## src/rtl/lwm_pkg.sv

```systemverilog
`timescale 1ns / 1ps
// ----------------------------------------------------------------------------
// Latency window monitor package
// Shared sizes, register indexes and the command and status bundles that
// pass between the controller and the datapath.
// ----------------------------------------------------------------------------
package lwm_pkg;

  // Number of samples held per channel.
  localparam int WINDOW = 5;

  localparam int DATA_W  = 32;
  localparam int TIME_W  = 32;
  localparam int IVL_W   = 16;
  localparam int FILL_W  = $clog2(WINDOW + 1);
  localparam int SLOT_W  = (WINDOW > 1) ? $clog2(WINDOW) : 1;
  localparam int SUM_W   = DATA_W + FILL_W;
  localparam int DCNT_W  = $clog2(SUM_W + 1);
  localparam int CFG_A_W = 2;

  localparam logic [DATA_W-1:0] READ_LIMIT_RST   = DATA_W'(100);
  localparam logic [DATA_W-1:0] UPDATE_LIMIT_RST = DATA_W'(500);
  localparam logic [IVL_W-1:0]  INTERVAL_RST     = IVL_W'(300);

  // Configuration register indexes.
  typedef enum logic [CFG_A_W-1:0] {
    CFG_READ_LIMIT   = 2'd0,
    CFG_UPDATE_LIMIT = 2'd1,
    CFG_INTERVAL     = 2'd2
  } cfg_idx_t;

  // Commands from the controller to the datapath.
  typedef struct packed {
    logic load;
    logic push;
    logic sum_step;
    logic div_init;
    logic div_step;
    logic out_load;
  } cmd_t;

  // Status from the datapath to the controller.
  typedef struct packed {
    logic sum_last;
    logic div_last;
  } status_t;

endpackage

```

## src/rtl/lwm_dp.sv

```systemverilog
`timescale 1ns / 1ps
// ----------------------------------------------------------------------------
// Latency window monitor datapath
// Configuration registers, per-channel sample rings, the serial window sum,
// the restoring divider and the alarm timing.
// ----------------------------------------------------------------------------
module lwm_dp (
  input  logic                               clk,
  input  logic                               rst,
  input  lwm_pkg::cmd_t                      cmd,
  output lwm_pkg::status_t                   status,
  input  logic                               cfg_we,
  input  logic [lwm_pkg::CFG_A_W-1:0]        cfg_index,
  input  logic [lwm_pkg::DATA_W-1:0]         cfg_data,
  input  logic                               kind,
  input  logic [lwm_pkg::TIME_W-1:0]         start_ms,
  input  logic [lwm_pkg::TIME_W-1:0]         end_ms,
  input  logic [lwm_pkg::TIME_W-1:0]         now_s,
  output logic [lwm_pkg::DATA_W-1:0]         delay_ms,
  output logic [lwm_pkg::DATA_W-1:0]         average_ms,
  output logic                               slow,
  output logic                               alarm
);

  logic [lwm_pkg::DATA_W-1:0] read_limit;
  logic [lwm_pkg::DATA_W-1:0] update_limit;
  logic [lwm_pkg::IVL_W-1:0]  interval;

  logic [lwm_pkg::DATA_W-1:0] ring [2][lwm_pkg::WINDOW];
  logic [lwm_pkg::FILL_W-1:0] fill [2];
  logic [lwm_pkg::SLOT_W-1:0] slot [2];
  logic [lwm_pkg::TIME_W-1:0] last_alarm;

  logic                       kind_r;
  logic [lwm_pkg::DATA_W-1:0] delay_r;
  logic [lwm_pkg::TIME_W-1:0] now_r;
  logic                       slow_r;
  logic                       alarm_r;

  logic [lwm_pkg::SLOT_W-1:0] idx;
  logic [lwm_pkg::SUM_W-1:0]  acc;
  logic [lwm_pkg::SUM_W-1:0]  quot;
  logic [lwm_pkg::FILL_W-1:0] rem;
  logic [lwm_pkg::DCNT_W-1:0] dcnt;

  logic [lwm_pkg::DATA_W-1:0] limit_sel;
  logic                       slow_now;
  logic                       due;
  logic [lwm_pkg::TIME_W:0]   due_time;
  logic [lwm_pkg::FILL_W:0]   rem_sh;
  logic                       rem_ge;
  logic [lwm_pkg::FILL_W-1:0] fill_cur;

  assign fill_cur  = fill[kind_r];
  assign limit_sel = kind_r ? update_limit : read_limit;
  assign slow_now  = delay_r > limit_sel;
  assign due_time  = {1'b0, last_alarm} + (lwm_pkg::TIME_W + 1)'(interval);
  assign due       = (last_alarm == '0) || ({1'b0, now_r} >= due_time);
  assign rem_sh    = {rem, quot[lwm_pkg::SUM_W-1]};
  assign rem_ge    = rem_sh >= {1'b0, fill_cur};

  assign status.sum_last = ((lwm_pkg::FILL_W)'(idx) == fill_cur - 1'b1);
  assign status.div_last = (dcnt == lwm_pkg::DCNT_W'(lwm_pkg::SUM_W - 1));

  // Configuration registers.
  always_ff @(posedge clk) begin
    if (rst) begin
      read_limit   <= lwm_pkg::READ_LIMIT_RST;
      update_limit <= lwm_pkg::UPDATE_LIMIT_RST;
      interval     <= lwm_pkg::INTERVAL_RST;
    end else if (cfg_we) begin
      case (cfg_index)
        lwm_pkg::CFG_READ_LIMIT:   read_limit   <= cfg_data;
        lwm_pkg::CFG_UPDATE_LIMIT: update_limit <= cfg_data;
        lwm_pkg::CFG_INTERVAL:     interval     <= cfg_data[lwm_pkg::IVL_W-1:0];
        default: ;
      endcase
    end
  end

  // Channel bookkeeping and alarm time.
  always_ff @(posedge clk) begin
    if (rst) begin
      fill[0]    <= '0;
      fill[1]    <= '0;
      slot[0]    <= '0;
      slot[1]    <= '0;
      last_alarm <= '0;
    end else if (cmd.push) begin
      if (slot[kind_r] == lwm_pkg::SLOT_W'(lwm_pkg::WINDOW - 1)) begin
        slot[kind_r] <= '0;
      end else begin
        slot[kind_r] <= slot[kind_r] + 1'b1;
      end
      if (fill[kind_r] != lwm_pkg::FILL_W'(lwm_pkg::WINDOW)) begin
        fill[kind_r] <= fill[kind_r] + 1'b1;
      end
      if (slow_now && due) begin
        last_alarm <= now_r;
      end
    end
  end

  // Payload: input capture, ring storage, sum, divider and output register.
  always_ff @(posedge clk) begin
    if (cmd.load) begin
      kind_r  <= kind;
      delay_r <= end_ms - start_ms;
      now_r   <= now_s;
    end
    if (cmd.push) begin
      ring[kind_r][slot[kind_r]] <= delay_r;
      slow_r  <= slow_now;
      alarm_r <= slow_now && due;
      idx     <= '0;
      acc     <= '0;
    end
    if (cmd.sum_step) begin
      acc <= acc + lwm_pkg::SUM_W'(ring[kind_r][idx]);
      idx <= idx + 1'b1;
    end
    if (cmd.div_init) begin
      quot <= acc;
      rem  <= '0;
      dcnt <= '0;
    end
    if (cmd.div_step) begin
      quot <= {quot[lwm_pkg::SUM_W-2:0], rem_ge};
      rem  <= rem_ge ? lwm_pkg::FILL_W'(rem_sh - {1'b0, fill_cur})
                     : rem_sh[lwm_pkg::FILL_W-1:0];
      dcnt <= dcnt + 1'b1;
    end
    if (cmd.out_load) begin
      delay_ms   <= delay_r;
      average_ms <= quot[lwm_pkg::DATA_W-1:0];
      slow       <= slow_r;
      alarm      <= alarm_r;
    end
  end

endmodule

```

## src/rtl/lwm_ctrl.sv

```systemverilog
`timescale 1ns / 1ps
// ----------------------------------------------------------------------------
// Latency window monitor controller
// Sequences one item through load, ring push, window sum and division, and
// owns the handshake on both channels.
// ----------------------------------------------------------------------------
module lwm_ctrl (
  input  logic              clk,
  input  logic              rst,
  input  logic              in_valid,
  output logic              in_stall,
  output logic              out_valid,
  input  logic              out_stall,
  output lwm_pkg::cmd_t     cmd,
  input  lwm_pkg::status_t  status
);

  typedef enum logic [2:0] {
    S_IDLE,
    S_PUSH,
    S_SUM,
    S_DINIT,
    S_DIV,
    S_DONE
  } state_t;

  state_t state;
  state_t state_next;
  logic   out_valid_next;
  logic   out_free;

  assign out_free = !out_valid || !out_stall;
  assign in_stall = (state != S_IDLE);

  always_comb begin
    cmd            = '0;
    state_next     = state;
    out_valid_next = out_valid && out_stall;
    case (state)
      S_IDLE: begin
        if (in_valid) begin
          cmd.load   = 1'b1;
          state_next = S_PUSH;
        end
      end
      S_PUSH: begin
        cmd.push   = 1'b1;
        state_next = S_SUM;
      end
      S_SUM: begin
        cmd.sum_step = 1'b1;
        if (status.sum_last) begin
          state_next = S_DINIT;
        end
      end
      S_DINIT: begin
        cmd.div_init = 1'b1;
        state_next   = S_DIV;
      end
      S_DIV: begin
        cmd.div_step = 1'b1;
        if (status.div_last) begin
          state_next = S_DONE;
        end
      end
      S_DONE: begin
        if (out_free) begin
          cmd.out_load   = 1'b1;
          out_valid_next = 1'b1;
          state_next     = S_IDLE;
        end
      end
      default: begin
        state_next = S_IDLE;
      end
    endcase
  end

  always_ff @(posedge clk) begin
    if (rst) begin
      state     <= S_IDLE;
      out_valid <= 1'b0;
    end else begin
      state     <= state_next;
      out_valid <= out_valid_next;
    end
  end

endmodule

```

## src/rtl/latency_window_monitor.sv

```systemverilog
`timescale 1ns / 1ps
// ----------------------------------------------------------------------------
// Latency window monitor
// Two-channel operation latency monitor with windowed average and a
// rate-limited slow-operation alarm.
// ----------------------------------------------------------------------------
// Each item names a channel (read or update), the start and end millisecond
// stamps of an operation and the current time in seconds. The block reports
// the delay (end minus start, modulo 2^32), the integer mean of the last
// WINDOW delays held for that channel including this one, whether the delay
// exceeds the channel's limit, and whether this item raised an alarm. An
// alarm is raised for a slow item when none has been raised yet or when the
// alarm interval has elapsed since the last one; the alarm time is shared
// by both channels, and an alarm stored at time zero counts as never raised.
// Items are handled one at a time. The window sum runs over the samples
// held for the channel (1 to WINDOW) and is SUM_W bits wide, 35 bits for a
// window of five. The sum reads one ring entry per cycle, and the restoring
// divider produces one quotient bit per cycle. The next item is taken in
// the cycle after the result has been loaded into the output register,
// even while that result is still stalled. Configuration registers are to
// be written by the user only while the block is idle; the block itself
// does not enforce this. Writes to an unused index are ignored.
// ----------------------------------------------------------------------------
module latency_window_monitor (
  input  logic                          clk,
  input  logic                          rst,
  input  logic                          cfg_we,
  input  logic [lwm_pkg::CFG_A_W-1:0]   cfg_index,
  input  logic [lwm_pkg::DATA_W-1:0]    cfg_data,
  input  logic                          in_valid,
  output logic                          in_stall,
  input  logic                          kind,
  input  logic [lwm_pkg::TIME_W-1:0]    start_ms,
  input  logic [lwm_pkg::TIME_W-1:0]    end_ms,
  input  logic [lwm_pkg::TIME_W-1:0]    now_s,
  output logic                          out_valid,
  input  logic                          out_stall,
  output logic [lwm_pkg::DATA_W-1:0]    delay_ms,
  output logic [lwm_pkg::DATA_W-1:0]    average_ms,
  output logic                          slow,
  output logic                          alarm
);

  // Command and status bundles between the sequencer and the datapath.
  lwm_pkg::cmd_t    cmd;
  lwm_pkg::status_t status;

  // The controller owns both handshakes and steps the datapath through the
  // push, sum and divide phases of each item.
  lwm_ctrl u_ctrl (
    .clk       (clk),
    .rst       (rst),
    .in_valid  (in_valid),
    .in_stall  (in_stall),
    .out_valid (out_valid),
    .out_stall (out_stall),
    .cmd       (cmd),
    .status    (status)
  );

  // The datapath holds the registers, rings, alarm time and output register.
  lwm_dp u_dp (
    .clk        (clk),
    .rst        (rst),
    .cmd        (cmd),
    .status     (status),
    .cfg_we     (cfg_we),
    .cfg_index  (cfg_index),
    .cfg_data   (cfg_data),
    .kind       (kind),
    .start_ms   (start_ms),
    .end_ms     (end_ms),
    .now_s      (now_s),
    .delay_ms   (delay_ms),
    .average_ms (average_ms),
    .slow       (slow),
    .alarm      (alarm)
  );

endmodule
```

## config.mk

```make
export PLATFORM = sky130hd
export DESIGN_NAME = latency_window_monitor
export DESIGN_NICKNAME = d
export VERILOG_FILES = /design/src/rtl/lwm_pkg.sv /design/src/rtl/lwm_dp.sv /design/src/rtl/lwm_ctrl.sv /design/src/rtl/latency_window_monitor.sv
export SDC_FILE = /design/constraint.sdc
export NUM_CORES = 1
export LEC_CHECK = 0
export BUFFER_PORTS_ARGS = -buffer_cell sky130_fd_sc_hd__buf_2
export CAP_MARGIN = 15
export CELL_PAD_IN_SITES_DETAIL_PLACEMENT = 1
export CELL_PAD_IN_SITES_GLOBAL_PLACEMENT = 1
export CORE_MARGIN = 3
export CORE_UTILIZATION = 50
export CTS_CLUSTER_DIAMETER = 40
export DETAILED_ROUTE_END_ITERATION = 10
export PLACE_DENSITY_LB_ADDON = 0.12
export SYNTH_ARGS = -nofsm -noshare
export SYNTH_HDL_FRONTEND = slang
export SYNTH_SLANG_ARGS = --single-unit
```

## constraint.sdc

```tcl
create_clock -name clk -period 6.4 [get_ports clk]
set_input_delay 1.28 -clock clk [delete_from_list [all_inputs] [get_ports clk]]
set_output_delay 1.28 -clock clk [all_outputs]
set_load 0.05 [all_outputs]
```

* Word-level counts from Yosys, hierarchy flattened
Memory sizes are Yosys's and may differ from the RTL's. A register that Yosys moved wholly into a read port is not among the register bits. Cells that the tools add are included.
Storage, ports and cells: memories kept 3, input bits 136, memory bits (writable) 332, bits in registers 331
Memory list:
- u_dp.ring | words 2, width 160, rd ports 1, clocked after Yosys merged registers in 1, wr ports 1, line lwm_dp.sv:29 | logic [lwm_pkg::DATA_W-1:0] ring [2][lwm_pkg::WINDOW];
- u_dp.fill | words 2, width 3, rd ports 1, clocked after Yosys merged registers in 1, wr ports 2, line lwm_dp.sv:30 | logic [lwm_pkg::FILL_W-1:0] fill [2];
- u_dp.slot | words 2, width 3, rd ports 1, clocked after Yosys merged registers in 1, wr ports 2, line lwm_dp.sv:31 | logic [lwm_pkg::SLOT_W-1:0] slot [2];
Operators by class: add/subtract/negate cells 9, magnitude comparators 6, multiplexer cells 58, reductions and logical operators 20, bitwise operators 3, eq/ne operators 15
Operators with widths (count):
- two-way mux 160 bit | 1
- two-way mux 35 bit | 4
- two-way mux 32 bit | 4
- binary-select mux 32 bit (select 3 bit) | 1
- demux 32 bit (select 3 bit) | 1
- two-way mux 3 bit | 12
- adder 35 x 32 -> 35 bit | 1
- adder 32 x 16 -> 33 bit | 1
- >= comparator 32 x 33 -> 1 bit | 1
- > comparator 32 bit | 1
- zero test 32 bit | 1
- two-way mux 1 bit | 32
- subtractor 32 bit | 1
- one-hot mux 3 bit (6 select lines) | 1
- two-way mux 6 bit | 2
- adder 3 x 1 -> 3 bit, second input constant | 3
- == test 3 bit, second input constant | 3
- >= comparator 4 bit, second input constant | 2
- inverter 3 -> 4 bit | 2
- AND reduction 2 bit | 4
- adder 6 x 1 -> 6 bit, second input constant | 1
- == test 3 x 2 -> 1 bit, second input constant | 2
- == test 6 bit, second input constant | 1
- != test 2 bit, second input constant | 3
- 20 further kinds | 26

* Longest topological paths before layout
depth in word-level cells 8, mapped depth 22

* Hierarchy
From an unflattened synthesis, not the netlist that was laid out.
Second synthesis, totals: cells, all modules 2298, area total of the unflattened synthesis 30812.1 µm²
Modules (own cells, without submodules):
- lwm_dp | times used 1, cells each 2273, area an instance 30605.6 µm²
- lwm_ctrl | times used 1, cells each 25, area an instance 206.4 µm²

* Worst setup path after synthesis
No wires, ideal clock.
path type input to register, from in out_stall, to reg u_dp.alarm (enable), path slack 1469 ps, arrival time 4419 ps, required time 5888 ps, buffers on the path 0, stages 1, cell sequence a21oi_1
On the way: word-level cells in the longest chain between the ends 4
RTL lines:
- start: declaration | line latency_window_monitor.sv:37 | input logic out_stall,
- zero test 1 bit | line lwm_ctrl.sv:32 | assign out_free = !out_valid || !out_stall;
- logical OR 1 bit | line lwm_ctrl.sv:32
- two-way mux 1 bit | line lwm_ctrl.sv:67 | if (out_free) begin
- two-way mux 1 bit | line lwm_ctrl.sv:39 | case (state)
- end signal: assignment | line lwm_dp.sv:137 | alarm <= alarm_r;
- end: declaration | line lwm_dp.sv:22 | output logic alarm
No other way between the ends. A chain may end at the register's enable or synchronous reset.

* Worst setup path in the final report
from reg u_dp.last_alarm[2] in the netlist's numbering, to reg u_dp.last_alarm[13] in the netlist's numbering
On the way: word-level cells in the longest chain between the ends 5, elaborated cells between the ends (all ways) 6
RTL lines:
- start: declaration | line lwm_dp.sv:32 | logic [lwm_pkg::TIME_W-1:0] last_alarm;
- start signal: assignment | line lwm_dp.sv:99 | last_alarm <= now_r;
- adder 32 x 16 -> 33 bit | line lwm_dp.sv:57 | assign due_time = {1'b0, last_alarm} + (lwm_pkg::TIME_W + 1)'(interval);
- >= comparator 32 x 33 -> 1 bit | line lwm_dp.sv:58 | assign due = (last_alarm == '0) || ({1'b0, now_r} >= due_time);
- logical OR 1 bit * | line lwm_dp.sv:58
- logical AND 1 bit * | line lwm_dp.sv:98 | if (slow_now && due) begin
- AND reduction 2 bit (no line) *
Every way passes the cells marked *; elsewhere a longest branch is shown, timed or not.

==> impl_results.md <==
* Status: completed
* Post-CTS sizing at 0
* Worst Tran Pin Value at around 1.1 ns
* Setup_tns at 0 ns
* Crit path top cell by count: o21ai_0
* Top cell type by total area after synthesis: edfxtp_1
* Switching power total at 5.68 mW
* Routed len/inst at between 20 and 25 µm
* Gpl congestion at 0.898
* Iteration-0 DRC count of the detailed router at ~1,100
* Internal at 11.1 mW
* Hold/Removal Path Class: flop to flop
* Root Buffer: clkbuf_16
* Top delay family on crit path: compound AO/OA/AOI/OAI gates
* Die area at 63,500 µm²
* Syn nets at roughly 2,600
* Fmax at 171 MHz
* Sw frac at roughly a third
* Worst-path fanout max at 25
* Pwr dens at 469 nW/µm²
* YS warnings at 0
* CP Launch Point: u_dp.last_alarm[2]
* Ys flop type: edfxtp_1
* Worst stage delay on the critical path at around 0.67 ns
* Final Net Count at about 2,800
* Max Root-Sink Buffers at 3
* CTS tree: done
* Post-CTS Hold Buffers at 0
* Clock share of power at roughly 33%
* All-layer global routing usage at about a quarter
* DP HPWL at between 50,000 and 60,000 µm
* Fin. Hold Viols at 0
* Total iterations of the first detailed-routing run at 5
* Register Area at 18,800 µm²
* RSZ-0062 raised after global routing: false
* Slowest CP cell: o22ai_1
* Seq pwr share at between 30% and 40%
* Post-CTS Setup Bufs at 0
* Synth top area cells: edfxtp_1 (54%), dfxtp_1 (7.7%), ha_1 (6.4%)
* Wirelength, routed at ~79,000 µm
* # port buffers at about 200
* First-pass GRT wire length at between 100,000 and 150,000 µm
* Layout cells sized above 1 at between 10% and 20%
* Routed vias at 19,523
* CTS Buf Count at slightly above 90
* Yosys top cell area share at a little over half
* Vias in the first global route at ~21,000
* Kind of critical path: flop to flop
* Comb pwr share at a little under a third
* Synth cell types at 70
* Multi-input logic area at ~11,000 µm²
* Final critical path time including I/O delays and setup at approximately 5.9 ns
* WP data arrival at between 6 and 7 ns
* Site row count at 89
* Core area at between 50,000 and 60,000 µm²
* Max_slew headroom at 23.6%
* Cells after Synth at between 2,000 and 2,500
* Final Setup Violations at 0
* Antenna-violating nets left at 0
* Die H at roughly 250 µm
* CP bufs+invs at 1
* Critical path cell sequence: ha_1 > o21ai_0 > o21a_1 > o211ai_1 > a2111oi_0 > a21oi_1 > a21oi_1 > o22ai_1 > nand2_1 > xor2_1 > ha_1 > nand3_1 > nor2_1 > o21ai_0 > a2111oi_0 > o21ai_0 > a32oi_1 > and3_2 > buf_4 > mux2i_1 > nor2_1
* Layout area overhead at 17.9%
* Max VDD drop at between 0.0002 and 0.0003 V
* Data required time of the worst path at between 6 and 7 ns
* Asr flop ratio synth at 0%
* R2r startpoint: u_dp.last_alarm[2]
* Post-synth EDFFs at ~550
* #FFs+latches synth at approximately 660
* Antenna violations before repair at 6
* Register area share after synthesis at between 60% and 70%
* Worst hold start: u_dp.slow_r
* Max FFs per register at 320
* Clk_skew at ~0.02 ns
* Layout Utilization at 59.9%
* H-tree levels at 3
* Cell Area, Synth at around 30,000 µm²
* Leak pwr at around 14 nW
* Die X at 252 µm
* Remaining Overflow, GRT at 0
* Mean area per synthesized cell at between 10 and 15 µm²
* Largest net degree at the start of global routing at about 110
* Slew Limit Fails at 0
* Period Utilization, post-route at between 90% and 100%
* Worst-path clk slew at ~0.06 ns
* I/O pin cnt at 204
* Vias per cell at 5.75
* Number of max-cap violations at 0
* Initial Util at approximately 51%
* Fill count at 5,907
* Most frequent cells in the layout: edfxtp_1 (547), nand2_1 (336), buf_2 (202), a21oi_1 (156), ha_1 (154)
* # clock sinks at roughly 660
* Commonest non-fill, non-tap cell in the layout: edfxtp_1
* Clk Latency, worst-skew pair at around 0.65 ns
* Remaining DRCs at 0
* Worst Setup End Kind: flop
* CP Launch Type: flop
## kinds of logic (layout without fill, tap and decap cells)
group / after synthesis / after routing / share of synthesized area (%)
other: 0 / 1 / 0
AOI/OAI and AO/OA: 377 / 377 / 7.68
muxes: 203 / 203 / 9.38
DFF: 664 / 664 / 62.1
and+or+nand+nor: 646 / 646 / 9.39
buffers and inverters: 155 / 483 / 2.18
xor gates and xnor gates: 92 / 92 / 2.66
adders and majority gates: 158 / 158 / 6.64
## layout make-up
class / instances / share of cell area [%]
clock buffer: 103 / 6.66
clock inverter: 71 / 2.82
multi-input combinational: 1476 / 30.5
antenna: 1 / 0.00702
sequential: 664 / 52.7
timing repair buffer: 237 / 3.87
inverter: 72 / 0.758
tap: 773 / 2.71
## cells in the mapped netlist, drive strengths merged, types with 4 or more instances
cell type and count:
a2111oi 5, a211oi 7, a21o 44, a21oi 157
a31oi 11, and2 7, and3 11, buf 20
clkbuf 62, dfxtp 117, edfxtp 547, fa 4
ha 154, inv 72, mux2i 136, mux4 64
nand2 338, nand2b 14, nand3 21, nand3b 17
nand4 21, nor2 142, nor2b 15, nor3 28
nor3b 4, nor4 11, o2111ai 4, o211ai 9
o21a 16, o21ai 50, o21bai 8, o22ai 37
o31a 4, or3 4, xnor2 46, xor2 46
## routing by layer
metal	track usage (%)	routed length [µm]
met1	30.5	31900
met2	44.8	40100
met3	4.90	4210
met4	9.01	2800
met5	0	54
## power by group through the flow
stage / Clock, mW / Combinational (mW) / Sequential [mW]
2_1_floorplan: 0 / 3.74 / 5.98
3_3_place_gp: 0 / 4.82 / 6.21
3_5_place_dp: 0 / 5.02 / 6.25
4_1_cts: 5.59 / 5.08 / 6.18
5_1_grt: 5.78 / 5.61 / 6.26
6_report: 5.49 / 5.06 / 6.18
## worst register-to-register path: stages (launching register included)
cell and delay, ns:
dfxtp_1 0.34, ha_1 0.40, o21ai_0 0.14, o21a_1 0.23, o211ai_1 0.28, a2111oi_0 0.15, a21oi_1 0.22, a21oi_1 0.13
o22ai_1 0.67, nand2_1 0.19, xor2_1 0.19, ha_1 0.31, nand3_1 0.09, nor2_1 0.15, o21ai_0 0.10, a2111oi_0 0.53
o21ai_0 0.17, a32oi_1 0.20, and3_2 0.36, buf_4 0.52, mux2i_1 0.29, nor2_1 0.07
## final timing paths
| path | to | depth (start not counted) | slack (ns) |
|---|---|---|---|
| setup / recovery | u_dp.last_alarm[13] | 21 | 0.55 |
| hold / removal | u_dp.slow | 0 | 0.43 |
| setup reg to reg | u_dp.last_alarm[13] | 21 | 0.55 |
| hold reg to reg | u_dp.slow | 0 | 0.43 |
## stage by stage
stage | cell area [µm²] | worst slack [ns] | instances | hold WS, ns | power, mW
3_3_place_gp | 32200 | 1.05 | 3217 | 0.414 | 11.0
3_5_place_dp | 32200 | 0.619 | 3219 | 0.412 | 11.3
6_report | 35600 | 0.545 | 3397 | 0.433 | 16.7
2_1_floorplan | 30200 | 1.47 | 2295 | 0.400 | 9.72
5_1_grt | 35600 | 0.0137 | 3396 | 0.448 | 17.6
4_1_cts | 35600 | 0.570 | 3393 | 0.437 | 16.8
(Power assumes the default switching activity.)
